[config.mk]
export PLATFORM = sky130hd
export DESIGN_NAME = tlg_ram
export DESIGN_NICKNAME = d
export VERILOG_FILES = /design/src/sv/tlg_ram.sv
export SDC_FILE = /design/constraint.sdc
export NUM_CORES = 2
export LEC_CHECK = 0
export ABC_CLOCK_PERIOD_IN_PS = 10000
export BUFFER_PORTS_ARGS = -buffer_cell sky130_fd_sc_hd__buf_2
export CAP_MARGIN = 20
export CORE_AREA = 4 4 595 597
export DETAILED_ROUTE_END_ITERATION = 7
export DIE_AREA = 0 0 599 601
export GPL_ROUTABILITY_DRIVEN = 0
export SETUP_SLACK_MARGIN = 0.4
export SYNTH_ARGS = -nofsm -noshare
export SYNTH_HDL_FRONTEND = slang
export SYNTH_SLANG_ARGS = --single-unit
[constraint.sdc]
create_clock -name clock -period 10 [get_ports clock]
set_input_delay 1.5 -clock clock [delete_from_list [all_inputs] [get_ports clock]]
set_output_delay 1.5 -clock clock [all_outputs]
set_load 0.02 [all_outputs]
[src/sv/tlg_ram.sv]
// ----------------------------------------------------------------------------
// tlg_ram: generic single-write, single-read memory
// One write port and one read port, read data registered.
// ----------------------------------------------------------------------------
module tlg_ram #(
   parameter int WIDTH = 64,
   parameter int DEPTH = 64
) (
   input  logic                     clock,
   input  logic                     wr_en,
   input  logic [$clog2(DEPTH)-1:0] wr_addr,
   input  logic [WIDTH-1:0]         wr_data,
   input  logic [$clog2(DEPTH)-1:0] rd_addr,
   output logic [WIDTH-1:0]         rd_data
);

   logic [WIDTH-1:0] mem [DEPTH];
   logic [WIDTH-1:0] rd_data_ff;

   // write port
   always_ff @(posedge clock) begin
      if (wr_en) begin
         mem[wr_addr] <= wr_data;
      end
   end

   // registered read port
   always_ff @(posedge clock) begin
      rd_data_ff <= mem[rd_addr];
   end

   assign rd_data = rd_data_ff;

endmodule

# Word level (Yosys, flattened, before mapping)
# Memories as Yosys holds them, arrays and structs flattened. A register that Yosys moved wholly into a read port is not among the register bits.
# Index checks and enable logic that the tools add are counted.
dict set report classes {
  add_sub_neg 0
  n_mul 0
  div_mod_pow 0
  order_cmp 0
  eq_ne 0
  shift 0
  muxes 2
  bitwise_logic 0
  n_reduce_logical 0
}
# operator count
set ops {}
lappend ops {{$mux 1} 2}
dict set report word_totals {
  register_bits 0
  latchBits 0
  ram_bits 4096
  romBits 0
  in_bits 78
  output_inout_bits 64
  elab_cells 3
  n_memories 1
}
# name depth word_bits read_ports rd_clocked_by_memory_dff wr line
set memory_table {}
lappend memory_table {mem 64 64 1 1 1 17} ;# logic [WIDTH-1:0] mem [DEPTH];

# Longest topological paths before layout
dict set report depth {
  ltp_word 2
  mapped_depth 9
  ltp_nobuf 5
}

# Least setup slack after synthesis
# OpenSTA, ideal clock, no wires.
dict set report synth_path {
  path_kind {input-to-reg}
  from {in wr_addr[3]}
  to {mem mem[48][0], enable pin}
  setup_ns 0.564
  arrival_time_ns 6.372
  t_required_ns 9.436
  slack_ns 3.064
  stages 4
  path_buffers 1
  path_cell_list {clkbuf_1 > nor2b_1 > nand4b_1 > nor3_1}
}
# element line
set synth_rtl {}
lappend synth_rtl {{from (decl)} 11} ;# input logic [$clog2(DEPTH)-1:0] wr_addr,
lappend synth_rtl {{to (decl)} 17}
# No word-level cell before the write port.

==> summary.txt <==
Outcome
  – Status: completed

Synthesis
  – Cells after synthesis: 6598
  – Yosys cell types: 33
  – Mean Syn Cell Area: 23.7 µm²
  – Mapped Nets: 6676
  – Synthesized area: 156000 µm²
  – Register area share after synthesis: 79.5%
  – Yosys warns: 0
  – Register bit total from synthesis: 4160

Cells and area
  – Area grow syn2layout: 13.6%
  – Final design utilization: 50.9%
  – Commonest non-fill, non-tap cell in the layout: edfxtp_1
  – Layout cell share with drive strength beyond 1: 28.8%
  – Nets: 7089
  – Fillers: 27200
  – Most frequent cells in the layout: edfxtp_1 (4096), mux4_2 (1024), clkbuf_16 (415)

Clock network
  – Post_cts resized: 0
  – Clock Latency Late Sink: 0.97 ns
  – Clock buffer depth: 4
  – Reg clk slew, reported paths: 0.06 ns
  – Setup bufs post-CTS: 0
  – Clk root buf: clkbuf_16
  – Number of hold buffers added after CTS: 0
  – CTS Sinks: 4160
  – Cts bufs inserted: 413
  – H-Tree Depth: 5
  – CTS tree: yes

Power
  – Internal power component: 0.0289 W
  – Gate power share: 4.5%
  – Power Total: 0.0367 W
  – P_leak: 55.2 nW
  – Power density over cell area: 207 nW/µm²
  – Part of the power in the clock network: 42.6%
  – Sequential share of power: 52.9%
  – Sw Pwr: 0.00779 W
  – Switching share of power: 21.2%
  – Max IR drop VDD: 0.000167 V

Routing
  – WL/cell: 36.6 µm
  – # DRC: 0
  – Routed Antenna Nets: 0
  – Pre-Repair DR Iteration Count: 5
  – Routed Wire Length: 438000 µm
  – Total number of vias: 75400
  – Vias/cell: 6.29
  – 1st-iter DRT viols: 9805

Die
  – # rows: 217
  – Total core area: 349000 µm²
  – Die Span Y: 601 µm
  – Die area: 360000 µm²
  – I/O Pins: 142
  – Die width: 599 µm
  – Starting density of the core: 44.8%

Critical path
  – Cells along the critical path: buf_12, buf_12, buf_4, mux4_2, mux2i_1, o22ai_1, a31oi_1, a211oi_1
  – Worst path top cell family by delay: buffers and inverters
  – Slowest cell on crit path: buf_4
  – CP Data Arrival Time: 5.14 ns
  – Crit Path Category: primary input to flip-flop
  – Setup crit end kind: flip-flop
  – Most used cell, CP: buf_12
  – CP peak stage delay: 0.88 ns
  – Worst EP required: 10.79 ns
  – Startpoint types: primary input
  – Crit path buf inv count: 3
  – CP max FO: 92

Flow run
  – Max-cap violation count: 0

STA
  – Slew @ Worst Pin: 1.16 ns
  – Max-slew violations: 0
  – Minimum clock period: 4.35 ns
  – Hold Fails Final Rpt: 0
  – Final setup violation count: 0
  – Rel. slew slack: 22.7%
  – Worst Clk Skew: 0.0625 ns
  – Final setup TNS: 0 ns
  – RSZ-0062 raised after global routing: no
  – Final period utilization: 43.5%
  – Max Fclk: 0.230 GHz

Global route
  – GRT Util Overall: 24.1%
  – Vias in the first global route: 75900
  – Largest net degree at the start of global routing: 126
  – First-pass GRT wire length: 610000 µm
  – GRT overflow: 0
  – Initial antenna violation count: 44

Placement
  – DPL Wire Length: 233000 µm
  – Quantity of I/O buffers inserted on ports: 141

Min path
  – Worst Hold Class: flip-flop to flip-flop
-- per-layer routing --
layer  global-route usage, %  wire length (µm)  vias to the layer above
li1                        -                 -                    29400
met1                    34.7            176000                    41700
met2                    39.1            215000                     3630
met3                    3.30             34100                      681
met4                    6.72             12900                        8
met5                       0                34                        -
-- registers in the layout, indices dropped and copies added, names as in the netlist --
name / flops
mem: 4096
rd_data: 64
-- cell usage after synthesis (all sizes together) --
| master | instances | area, µm² |
|---|---|---|
| nand4b | 1 | 8.76 |
| and2 | 3 | 18.8 |
| nand2b | 11 | 68.8 |
| edfxtp | 4096 | 123000 |
| nand4 | 2 | 12.5 |
| o22ai | 83 | 519 |
| buf | 230 | 1250 |
| nand3 | 45 | 225 |
| a2bb2oi | 19 | 166 |
| a22oi | 168 | 1260 |
| o221ai | 38 | 333 |
| a31o | 1 | 8.76 |
| mux2i | 135 | 1350 |
| mux4 | 1024 | 23100 |
| or3b | 1 | 8.76 |
| nand2 | 58 | 218 |
| nor2 | 112 | 420 |
| a41oi | 26 | 228 |
| a31oi | 18 | 113 |
| dfxtp | 64 | 1280 |
| nor2b | 28 | 175 |
| or3 | 29 | 181 |
| nor3 | 2 | 10.0 |
| inv | 19 | 71.3 |
| and3 | 64 | 400 |
| clkbuf | 140 | 526 |
| nand3b | 2 | 15.0 |
| a211oi | 63 | 473 |
| a22o | 88 | 771 |
| or2 | 28 | 175 |
-- through the flow --
stage / instance area, µm² / cells / hold WS [ns] / setup WS [ns]
after floorplan: 156000 / 6598 / 0.788 / 3.06
after global placement: 163000 / 11200 / 0.820 / 4.51
after detailed placement: 163000 / 11200 / 0.822 / 4.55
after CTS: 177000 / 11900 / 0.842 / 5.60
after global routing: 178000 / 12000 / 0.826 / 5.34
final: 178000 / 12000 / 0.841 / 5.65
-- power groups by stage --
stage	Sequential, W	Combinational [W]	Clock, W
after detailed placement	0.0198	0.00166	0
after floorplan	0.0198	0.000899	0
final	0.0194	0.00166	0.0156
after global routing	0.0194	0.00177	0.0166
after global placement	0.0198	0.00163	0
after CTS	0.0194	0.00166	0.0158
-- worst min-delay path: cells and delay by family, from the launching register on --
kind	cells	cell delay, ns
AOI/OAI and AO/OA	1	0.06
and+or+nand+nor	2	0.21
muxes	1	0.22
DFF	1	0.32
-- final cells by class --
cell class	count	area [µm²]	area share (%)
flip-flops and latches	4160	124000	70.0
multi-input cells	2049	30800	17.3
clock buffers	565	11500	6.46
well taps	4599	5750	3.24
repair buffers	368	2850	1.60
clock inverters	208	2330	1.31
inverters	19	71.3	0.0402
diodes	16	40.0	0.0225
-- cell families (layout without fill, tap and decap cells) --
| group | count (synthesis) | in the layout | synth area share [%] |
|---|---|---|---|
| flip-flops | 4160 | 4160 | 79.5 |
| other | 0 | 16 | 0 |
| AO/OA/AOI/OAI | 504 | 504 | 2.48 |
| buffers and inverters | 389 | 1160 | 1.18 |
| AND/OR/NAND/NOR | 386 | 386 | 1.24 |
| multiplexers | 1159 | 1159 | 15.6 |
-- path summary, 6_finish.rpt --
kind               startpoint          end  slack, ns  depth (start not counted)
hold reg to reg   mem[44][34]  rd_data[34]       0.84                          4
setup reg to reg  mem[10][62]  rd_data[62]       7.75                          5
hold / removal    mem[44][34]  rd_data[34]       0.84                          4
setup / recovery   rd_addr[0]  rd_data[23]       5.65                          8
(Power assumes the default switching activity.)
