[src/sv/tlg_pkg.sv]
// ----------------------------------------------------------------------------
// tlg_pkg: shared types and constants for the toroidal life grid stepper
// Item codes, register indexes, sequencer states and the neighborhood bundle
// passed to the rule unit.
// ----------------------------------------------------------------------------
package tlg_pkg;

   // field widths of the item and register ports
   localparam int MODE_W      = 2;
   localparam int ADDR_W      = 6;
   localparam int CFG_W       = 7;
   localparam int CSR_INDEX_W = 1;

   // item codes (unused code acts as a read)
   localparam logic [MODE_W-1:0] MODE_TOGGLE = 2'd0;
   localparam logic [MODE_W-1:0] MODE_STEP   = 2'd1;
   localparam logic [MODE_W-1:0] MODE_READ   = 2'd2;

   // register indexes
   localparam logic [CSR_INDEX_W-1:0] CSR_COLS = 1'b0;
   localparam logic [CSR_INDEX_W-1:0] CSR_ROWS = 1'b1;

   // register reset values and lower clamp
   localparam logic [CFG_W-1:0] CFG_RESET = 7'd64;
   localparam logic [CFG_W-1:0] CFG_MIN   = 7'd4;

   // B3/S23 rule
   localparam logic [3:0] BIRTH_COUNT   = 4'd3;
   localparam logic [3:0] SURVIVE_COUNT = 4'd2;

   // sequencer states
   typedef enum logic [3:0] {
      ST_CLEAR,
      ST_IDLE,
      ST_REDUCE,
      ST_ROW_START,
      ST_LOAD_UP,
      ST_LOAD_MID,
      ST_LOAD_DN,
      ST_LOAD_LAST,
      ST_CELL,
      ST_ROW_WR,
      ST_RD_ISSUE,
      ST_RD_DATA
   } state_type;

   // one cell and its eight neighbors
   typedef struct packed {
      logic [7:0] neighbors;
      logic       alive;
   } nbhd_type;

endpackage

[src/sv/tlg_rule.sv]
// ----------------------------------------------------------------------------
// tlg_rule: shared neighbor count and B3/S23 rule unit
// Counts the live neighbors of one cell and gives its next state.
// ----------------------------------------------------------------------------
module tlg_rule (
   input  tlg_pkg::nbhd_type nbhd,
   output logic              next_alive
);

   logic [3:0] count;

   // population count over the eight neighbors
   always_comb begin
      count = 4'd0;
      for (int i = 0; i < 8; i++) begin
         count = count + {3'd0, nbhd.neighbors[i]};
      end
   end

   // born on three, survives on two or three
   assign next_alive = (count == tlg_pkg::BIRTH_COUNT) ||
                       (nbhd.alive && (count == tlg_pkg::SURVIVE_COUNT));

endmodule

[config.mk]
export PLATFORM = sky130hd
export DESIGN_NAME = tlg_rule
export DESIGN_NICKNAME = d
export VERILOG_FILES = /design/src/sv/tlg_pkg.sv /design/src/sv/tlg_rule.sv
export SDC_FILE = /design/constraint.sdc
export NUM_CORES = 1
export LEC_CHECK = 0
export BUFFER_PORTS_ARGS = -buffer_cell sky130_fd_sc_hd__buf_2
export CAP_MARGIN = 40
export CORE_AREA = 10 10 47 49
export DETAILED_ROUTE_END_ITERATION = 10
export DIE_AREA = 0 0 57 59
export PLACE_DENSITY = 0.36
export SLEW_MARGIN = 10
export SYNTH_ARGS = -nofsm -noshare
export SYNTH_HDL_FRONTEND = slang
export SYNTH_SLANG_ARGS = --single-unit
[constraint.sdc]
create_clock -name vclk -period 4.6
set_clock_uncertainty 0.05 [all_clocks]
set_input_delay 0.92 -clock vclk [all_inputs]
set_output_delay 0.92 -clock vclk [all_outputs]
set_load 0.01 [all_outputs]
After elaboration in Yosys (flattened, before gate mapping)
Cells that the tools add are included.

Flip-flop bits (word level): 0. Output and inout port bits: 1. Logic and storage cells: 11.

$add $sub $neg: 7. Equality and inequality tests: 2. Reduce and logical (&&, ||, !) cells: 2.

Operators by type and width (count): $add 4x1->4 (4); $eq 4x2->1 const B (2); $add 3x1->4 (1); $add 2x1->3 (1); $add 1x1->2 (1); $logic_and 1x1->1 (1); $logic_or 1x1->1 (1).

Logic depth before layout (Yosys ltp)
Gate-level depths: netlist of the first run.

Word-level depth: 10. Gate-level depth with buffers: 9. Depth with buffers taken out: 9.

Worst setup path after synthesis of the first run
Ideal clock, no wire load.

Path kind: input to output. Start point: input port nbhd[1] (netlist bit). End point: output port next_alive. Data arrival time: 3.456 ns. Required time: 3.630 ns. Setup slack: 0.174 ns. Stages on the path: 9. Path buffers: 0. Cell sequence: inv_1 > fa_1 > fa_1 > fa_1 > inv_1 > ha_1 > fa_1 > or2_0 > a21oi_1.

Cells in the longest elaborated chain, start to end: 10. Elaborated cells between the ends (all ways): 11. Those cells by class: add/sub: 7; eq/ne: 2; reduce/logical: 2.

Ends and longest elaborated chain: from (decl) (RTL line tlg_rule.sv:6) `input tlg_pkg::nbhd_type nbhd,`; $add 1x1->2 * (RTL line tlg_rule.sv:16) `count = count + {3'd0, nbhd.neighbors[i]};`; $add 2x1->3 * (RTL line tlg_rule.sv:16); $add 3x1->4 * (RTL line tlg_rule.sv:16); $add 4x1->4 * (4 in series) (RTL line tlg_rule.sv:16); $eq 4x2->1 (RTL line tlg_rule.sv:22) `(nbhd.alive && (count == tlg_pkg::SURVIVE_COUNT));`; $logic_and 1x1->1 (RTL line tlg_rule.sv:22); $logic_or 1x1->1 * (RTL line tlg_rule.sv:21) `assign next_alive = (count == tlg_pkg::BIRTH_COUNT) ||`; to (decl) (RTL line tlg_rule.sv:7) `output logic next_alive`.

Mark *: on every way between the ends. The rest lies on a longest branch, timed or not.

Worst setup path in the final report of the first run
Start point: input port nbhd[4] (netlist bit). End point: output port next_alive.

Cells in the longest elaborated chain, start to end: 8. Elaborated cells between the ends (all ways): 9. Those cells by class: add/sub: 5; eq/ne: 2; reduce/logical: 2.

Ends and longest elaborated chain (RTL line): $add 3x1->4 * (tlg_rule.sv:16); $add 4x1->4 * (4 in series) (tlg_rule.sv:16); $eq 4x2->1 (tlg_rule.sv:22); $logic_and 1x1->1 (tlg_rule.sv:22); $logic_or 1x1->1 * (tlg_rule.sv:21).

Marked as above.

==> results of run 1 <==
==> synth_stat cells <==
master   instances  area, um^2
a21oi_1          2        10.0
fa_1             4        80.1
ha_1             3        37.5
inv_1           11        41.3
nand3_1          1        5.00
o21ai_0          1        5.00
or2_0            1        6.26
==> layer usage <==
layer	track usage [%]	wire, um	share of wire, %	up-vias
li1	-	-	-	87
met4	0	0	0	0
met2	4.50	195	51	5
met1	2.02	141	37	73
met3	0.858	44	12	0
met5	0	0	0	-
==> logic make-up (layout without fill, tap and decap cells) <==
kind of cell | Yosys count | count (layout) | share of synthesized area, %
AO/OA/AOI/OAI | 3 | 3 | 8.11
buffers and inverters | 11 | 22 | 22.3
AND/OR/NAND/NOR | 2 | 2 | 6.08
adder cells (fa/ha/maj) | 7 | 7 | 63.5
==> stage by stage <==
stage          instance area [um^2]  utilization [%]  hold slack (ns)  power, mW
2_1_floorplan                   185                -             1.98     0.0308
3_3_place_gp                    255             18.2             2.17     0.0450
3_5_place_dp                    255             18.2             2.17     0.0442
4_1_cts                         260             18.6             2.17     0.0463
5_1_grt                         288             20.5             2.18     0.0694
6_report                        288             20.5             2.15     0.0592
==> layout make-up <==
type	count	share of cell area (%)
tap	16	6.96
timing repair buffer	11	22.2
multi-input combinational	12	56.5
inverter	11	14.3
==> power groups by stage <==
stage,Clock (mW),Combinational (mW),Sequential (mW)
3_3_place_gp,0,0.0450,0
2_1_floorplan,0,0.0308,0
3_5_place_dp,0,0.0442,0
5_1_grt,0,0.0694,0
4_1_cts,0,0.0463,0
6_report,0,0.0592,0
==> how the worst min path moves through the flow <==
stage | end | startpoint | slack (ns)
3_5_place_dp | next_alive | nbhd[0] | 2.17
5_1_grt | next_alive | nbhd[0] | 2.18
3_3_place_gp | next_alive | nbhd[0] | 2.17
4_1_cts | next_alive | nbhd[0] | 2.17
6_report | next_alive | nbhd[0] | 2.15
2_1_floorplan | next_alive | nbhd[0] | 1.98
==> worst min-delay path, stage by stage <==
cell and delay, ns:
buf_2 0.10, o21ai_2 0.10, a21oi_1 0.03, buf_2 0.13
==> repair_timing <==
item	CTS	global route
resized for setup	2	6
endpoints found under the hold margin	0	0
pin swaps	1	6
buffers inserted	0	1
cloned	0	0
endpoints found under the setup margin	1	1
==> placed cells by master (no fill, tap or decap), drive strengths merged <==
master | synthesis | layout
nand3 | 1 | 1
fa | 4 | 4
or2 | 1 | 1
a21oi | 2 | 2
inv | 11 | 11
buf | 0 | 11
ha | 3 | 3
o21ai | 1 | 1
==> summary.txt, run 1 <==
Status
  • Status: complete, no violations

Layout
  • Fillers: 165
  • Seq cells: 0
  • Synthesis-to-layout area growth: 55.4%
  • Non-filler cells, final: 50
  • CLK BUF: 0
  • Share of cells above drive strength 1: 47.1%
  • Flip-flop and latch area: 0 um^2
  • Area of the multi-input gates: 163 um^2
  • # diodes: 0
  • Nets: 52

Floorplanning
  • Die height: 59 um
  • Top Ports: 10
  • Die footprint: 3360 um^2
  • Std cell rows: 14
  • Initial Utilization: 13.2%
  • Core area: 1400 um^2
  • Die width: 57 um

Routing
  • 1st-pass router iterations: 2
  • DR DRC count: 0
  • Iter 0 DRT Violations: 1
  • Drt total wl: 381 um
  • Via Count: 165
  • DR vias/cell: 3.30
  • Antenna-violating nets left: 0
  • DR WL/cell: 7.62 um

Global routing
  • Gr ovfl total: 0
  • Vias in the first global route: 188
  • GRT Util Overall: 2.16%
  • Pin count of the biggest net entering global routing: 3
  • First-pass GRT wire length: 662 um
  • Antenna violations before repair: 0

Worst setup path
  • Crit Path Max Fanout: 2
  • Crit path kind: primary input to output pin
  • Worst setup path startpoint: nbhd[4]
  • Critical Path Slowest Stage Cell: fa_2
  • Startpoint types: primary input
  • CP top delay family: adder cells
  • Critical path, cell by cell: buf_6, inv_2, fa_1, fa_1, fa_1, inv_2, ha_4, fa_2, o21ai_2, a21oi_1, buf_2
  • Req. time, crit path: 3.63 ns
  • Crit path to: next_alive
  • CP arrival: 3.60 ns
  • CP max stage delay: 0.56 ns
  • CP Buf/Inv Count: 4
  • Critical Path End Type: output pin
  • Most numerous cell on the critical path: fa_1
  • CP Depth: 11

STA
  • Unrepaired setup endpoints after global routing: true
  • Final setup TNS: 0 ns
  • Minimum clock period: 4.57 ns
  • Slew Viols, Final: 0
  • F_max: 219 MHz
  • Worst-Margin Slew: 0.106 ns
  • Final setup viols: 0
  • Final setup margin: 0.0347 ns
  • Slew margin rel.: 93.0%
  • Final Hold Viols: 0
  • Final Cycle Share: 99.2%

Pwr
  • Pwr/cell area: 206 nW/um^2
  • Internal Power: 30.9 uW
  • Switching part of the total: 47.7%
  • Gate power share: 100.0%
  • Clock Power Share: 0%
  • Leak Pwr: 0.164 nW
  • Switching power total: 28.2 uW
  • Part of the power in registers: 0%
  • Maximum vdd drop: 0.0000488 V

Placement
  • Port-buffer cells: 10
  • GP Congestion: 0.598
  • Placed cell count: 49
  • Post-DP HPWL: 352 um
  • Setup WS pre-CTS: -0.0255 ns

Synthesis
  • Syn nets: 39
  • Yosys warnings: 0
  • Post-synthesis cell area: 185 um^2
  • Distinct cells, synth: 7
  • Post-synthesis sequential area ratio: 0%
  • Average cell area after synthesis: 8.05 um^2
  • Syn Inst Count: 23

Min path
  • Hold Crit Class: primary input to output pin
  • Worst Hold Depth: 4

Clocking
  • Hold-fix buffers, CTS: 0

Run
  • Max_cap viols: 0
Note: power is estimated with default switching activity, not from simulation.
==> run 2, diff against run 1 <==
==> constraint.sdc (replaced) <==
create_clock -name vclk -period 5.9
set_clock_uncertainty 0.05 [all_clocks]
set_input_delay 1.18 -clock vclk [all_inputs]
set_output_delay 1.18 -clock vclk [all_outputs]
set_load 0.02 [all_outputs]
==> summary.txt, run 2 (same netlist as run 1, synthesis figures left out) <==
Worst setup path
  • Critical path, cell by cell: buf_2, inv_1, fa_1, fa_1, fa_1, inv_1, ha_1, fa_1, or2_0, a21oi_1, buf_2
  • Crit Path Max Fanout: 2
  • Startpoint types: primary input
  • CP Depth: 11
  • CP top delay family: adder cells
  • CP arrival: 3.92 ns
  • Req. time, crit path: 4.67 ns
  • Critical Path End Type: output pin
  • Worst setup path startpoint: nbhd[1]
  • Most numerous cell on the critical path: fa_1
  • CP max stage delay: 0.55 ns
  • Critical Path Slowest Stage Cell: fa_1
  • Crit path to: next_alive
  • Crit path kind: primary input to output pin
  • CP Buf/Inv Count: 4

STA
  • Slew Viols, Final: 0
  • Final Hold Viols: 0
  • Final setup TNS: 0 ns
  • F_max: 194 MHz
  • Final Cycle Share: 87.3%
  • Slew margin rel.: 88.4%
  • Final setup viols: 0
  • Minimum clock period: 5.15 ns
  • Worst-Margin Slew: 0.172 ns
  • Unrepaired setup endpoints after global routing: false
  • Final setup margin: 0.751 ns

Routing
  • DR DRC count: 0
  • Drt total wl: 373 um
  • Iter 0 DRT Violations: 0
  • DR WL/cell: 7.61 um
  • Via Count: 160
  • 1st-pass router iterations: 1
  • DR vias/cell: 3.27
  • Antenna-violating nets left: 0

Global routing
  • Vias in the first global route: 207
  • GRT Util Overall: 2.42%
  • First-pass GRT wire length: 738 um
  • Pin count of the biggest net entering global routing: 3
  • Gr ovfl total: 0
  • Antenna violations before repair: 0

Layout
  • Layout Utilization: 18.2%
  • Seq cells: 0
  • Nets: 51
  • Synthesis-to-layout area growth: 37.8%
  • Non-filler cells, final: 49
  • # diodes: 0
  • Commonest non-fill, non-tap cell in the layout: inv_1
  • CLK BUF: 0
  • Fillers: 172
  • Commonest non-fill, non-tap cells in the layout: inv_1 (11), buf_2 (10), fa_1 (4)
  • Flip-flop and latch area: 0 um^2
  • Share of cells above drive strength 1: 30.3%

Placement
  • Post-DP HPWL: 368 um
  • Setup WS pre-CTS: 0.738 ns
  • GP Congestion: 0.622
  • Placed cell count: 49
  • Port-buffer cells: 10

Min path
  • Hold Crit Class: primary input to output pin

Floorplanning
  • Initial Utilization: 13.2%
  • Die height: 59 um
  • Top Ports: 10
  • Die footprint: 3360 um^2
  • Std cell rows: 14
  • Die width: 57 um
  • Core area: 1400 um^2

Clocking
  • Hold-fix buffers, CTS: 0
  • Post-CTS resize count: 0
  • Post-CTS Setup Inserts: 0

Status
  • Status: complete, no violations

Run
  • Max_cap viols: 0

Pwr
  • Pwr/cell area: 139 nW/um^2
  • Leak Pwr: 0.158 nW
  • Maximum vdd drop: 0.0000304 V
## run 2: how the worst min path moves through the flow
| stage | start | to | slack (ns) | depth (start not counted) |
|---|---|---|---|---|
| finish | nbhd[0] | next_alive | 2.73 | 4 |
| global route | nbhd[0] | next_alive | 2.80 | 4 |
| CTS | nbhd[0] | next_alive | 2.75 | 4 |
| detailed placement | nbhd[0] | next_alive | 2.74 | 4 |
| global placement | nbhd[0] | next_alive | 2.73 | 4 |
| floorplan | nbhd[0] | next_alive | 2.53 | 2 |
## run 2: final cells by class
cell class / count / area (um^2) / area share (%)
timing repair buffer: 10 / 50.0 / 19.6
multi-input combinational: 12 / 144 / 56.4
tap: 16 / 20.0 / 7.84
inverter: 11 / 41.3 / 16.2
## run 2: worst min-delay path: stages
cell and delay (ns):
buf_2 0.07, o21ai_0 0.07, a21oi_1 0.11, buf_2 0.17
## run 2: power breakdown
part	internal (mW)	total, mW	switching, mW
clock	0	0	0
combinational	0.0158	0.0355	0.0197
sequential	0	0	0
total	0.0158	0.0355	0.0197
## run 2: per-stage QoR
step | instance area [um^2] | total power, mW | hold slack [ns]
6_report | 255 | 0.0355 | 2.73
5_1_grt | 255 | 0.0456 | 2.80
4_1_cts | 255 | 0.0371 | 2.75
3_5_place_dp | 255 | 0.0367 | 2.74
3_3_place_gp | 255 | 0.0368 | 2.73
2_1_floorplan | 185 | 0.0262 | 2.53
## run 2: routing by layer
| layer | up-vias | routed length (um) | track usage [%] | part of all wire [%] |
|---|---|---|---|---|
| li1 | 85 | - | - | - |
| met1 | 70 | 159 | 2.62 | 43 |
| met2 | 5 | 184 | 4.96 | 49 |
| met3 | 0 | 29 | 0.429 | 7.8 |
| met4 | 0 | 0 | 0 | 0 |
| met5 | - | 0 | 0 | 0 |
==> run 3, diff against run 2 <==
BUFFER_PORTS_ARGS = default   (was -buffer_cell sky130_fd_sc_hd__buf_2)
CAP_MARGIN = 20   (was 40)
DONT_BUFFER_PORTS = 1   (was default)
PLACE_DENSITY = 0.3   (was 0.36)
==> summary.txt, run 3 (same netlist as run 1, synthesis figures left out) <==
Layout
  • Layout Utilization: 14.6%
  • Fillers: 173
  • Share of cells above drive strength 1: 0%
  • Nets: 41
  • Synthesis-to-layout area growth: 10.8%
  • Commonest non-fill, non-tap cell in the layout: inv_1
  • Commonest non-fill, non-tap cells in the layout: inv_1 (11), fa_1 (4), ha_1 (3)
  • Design area: 205 um^2
  • # diodes: 0
  • Flip-flop and latch area: 0 um^2
  • CLK BUF: 0
  • Seq cells: 0

Worst setup path
  • Critical Path Slowest Stage Cell: fa_1
  • Most numerous cell on the critical path: fa_1
  • Crit path kind: primary input to output pin
  • CP arrival: 3.94 ns
  • CP max stage delay: 0.55 ns
  • Critical path, cell by cell: inv_1, fa_1, fa_1, fa_1, inv_1, ha_1, fa_1, or2_0, a21oi_1
  • Startpoint types: primary input
  • Critical Path End Type: output pin
  • Req. time, crit path: 4.67 ns
  • Crit Path Max Fanout: 2

Placement
  • Post-DP HPWL: 363 um
  • GP Congestion: 0.566
  • Port-buffer cells: 0
  • Dpl cell area: 205 um^2

STA
  • F_max: 193 MHz
  • Final Hold Viols: 0
  • Slew Viols, Final: 0
  • Final setup TNS: 0 ns
  • Slew margin rel.: 68.9%
  • Worst-Margin Slew: 0.469 ns
  • Final setup viols: 0
  • Unrepaired setup endpoints after global routing: false
  • Minimum clock period: 5.17 ns
  • Final Cycle Share: 87.6%

Pwr
  • Clock Power Share: 0%
  • Switching power total: 18.4 uW
  • Pwr/cell area: 149 nW/um^2
  • Switching part of the total: 60.1%
  • Part of the power in registers: 0%
  • Leak Pwr: 0.118 nW
  • Internal Power: 12.2 uW
  • Maximum vdd drop: 0.0000299 V
  • Gate power share: 100.0%

Floorplanning
  • Std cell rows: 14
  • Die width: 57 um
  • Core area: 1400 um^2
  • Die height: 59 um
  • Top Ports: 10
  • Initial Utilization: 13.2%
  • Die footprint: 3360 um^2

Routing
  • Drt total wl: 355 um
  • Antenna-violating nets left: 0
  • 1st-pass router iterations: 2
  • Via Count: 130
  • DR WL/cell: 9.10 um
  • Iter 0 DRT Violations: 1
  • DR vias/cell: 3.33
  • DR DRC count: 0

Clocking
  • Post-CTS Setup Inserts: 0
  • Hold-fix buffers, CTS: 0
  • Post-CTS resize count: 0

Run
  • Max_cap viols: 0

Global routing
  • GRT Util Overall: 2.03%
  • Gr ovfl total: 0
  • Antenna violations before repair: 0
  • Vias in the first global route: 148
  • First-pass GRT wire length: 600 um
  • Pin count of the biggest net entering global routing: 3

Status
  • Status: complete, no violations

Min path
  • Hold Crit Class: primary input to output pin
[run 3: critical path, delay by kind of cell]
family                     cells  cell delay [ns]
buffers and inverters          2             0.07
AOI/OAI and AO/OA              1             0.41
adders and majority gates      5             2.08
and+or+nand+nor                1             0.20
[run 3: area by class of cell]
type | instances | area, um^2 | share of cell area [%]
Inverter | 11 | 41.3 | 20.1
Multi-Input combinational cell | 12 | 144 | 70.1
Tap cell | 16 | 20.0 | 9.76
[run 3: power groups by stage]
| stage | clock network (mW) | registers, mW | logic, mW |
|---|---|---|---|
| 2_1_floorplan | 0 | 0 | 0.0262 |
| 3_3_place_gp | 0 | 0 | 0.0318 |
| 6_report | 0 | 0 | 0.0307 |
| 4_1_cts | 0 | 0 | 0.0322 |
| 5_1_grt | 0 | 0 | 0.0377 |
| 3_5_place_dp | 0 | 0 | 0.0319 |
[run 3: final timing paths]
path | startpoint | endpoint | slack, ns | cells past startpoint
min | nbhd[0] | next_alive | 2.56 | 2
max | nbhd[1] | next_alive | 0.73 | 9
[run 3: through the flow]
stage,std cells,setup WS [ns],total power [mW],hold slack [ns]
2_1_floorplan,23,0.813,0.0262,2.53
3_3_place_gp,39,0.706,0.0318,2.58
3_5_place_dp,39,0.688,0.0319,2.56
4_1_cts,39,0.687,0.0322,2.56
5_1_grt,39,0.601,0.0377,2.61
6_report,39,0.729,0.0307,2.56
[run 3: layer usage]
metal	vias to the layer above	global-route usage (%)	part of all wire, %
met4	0	0	0
met3	0	0	0.56
met2	3	4.19	63
li1	65	-	-
met5	-	0	0
met1	62	2.36	37
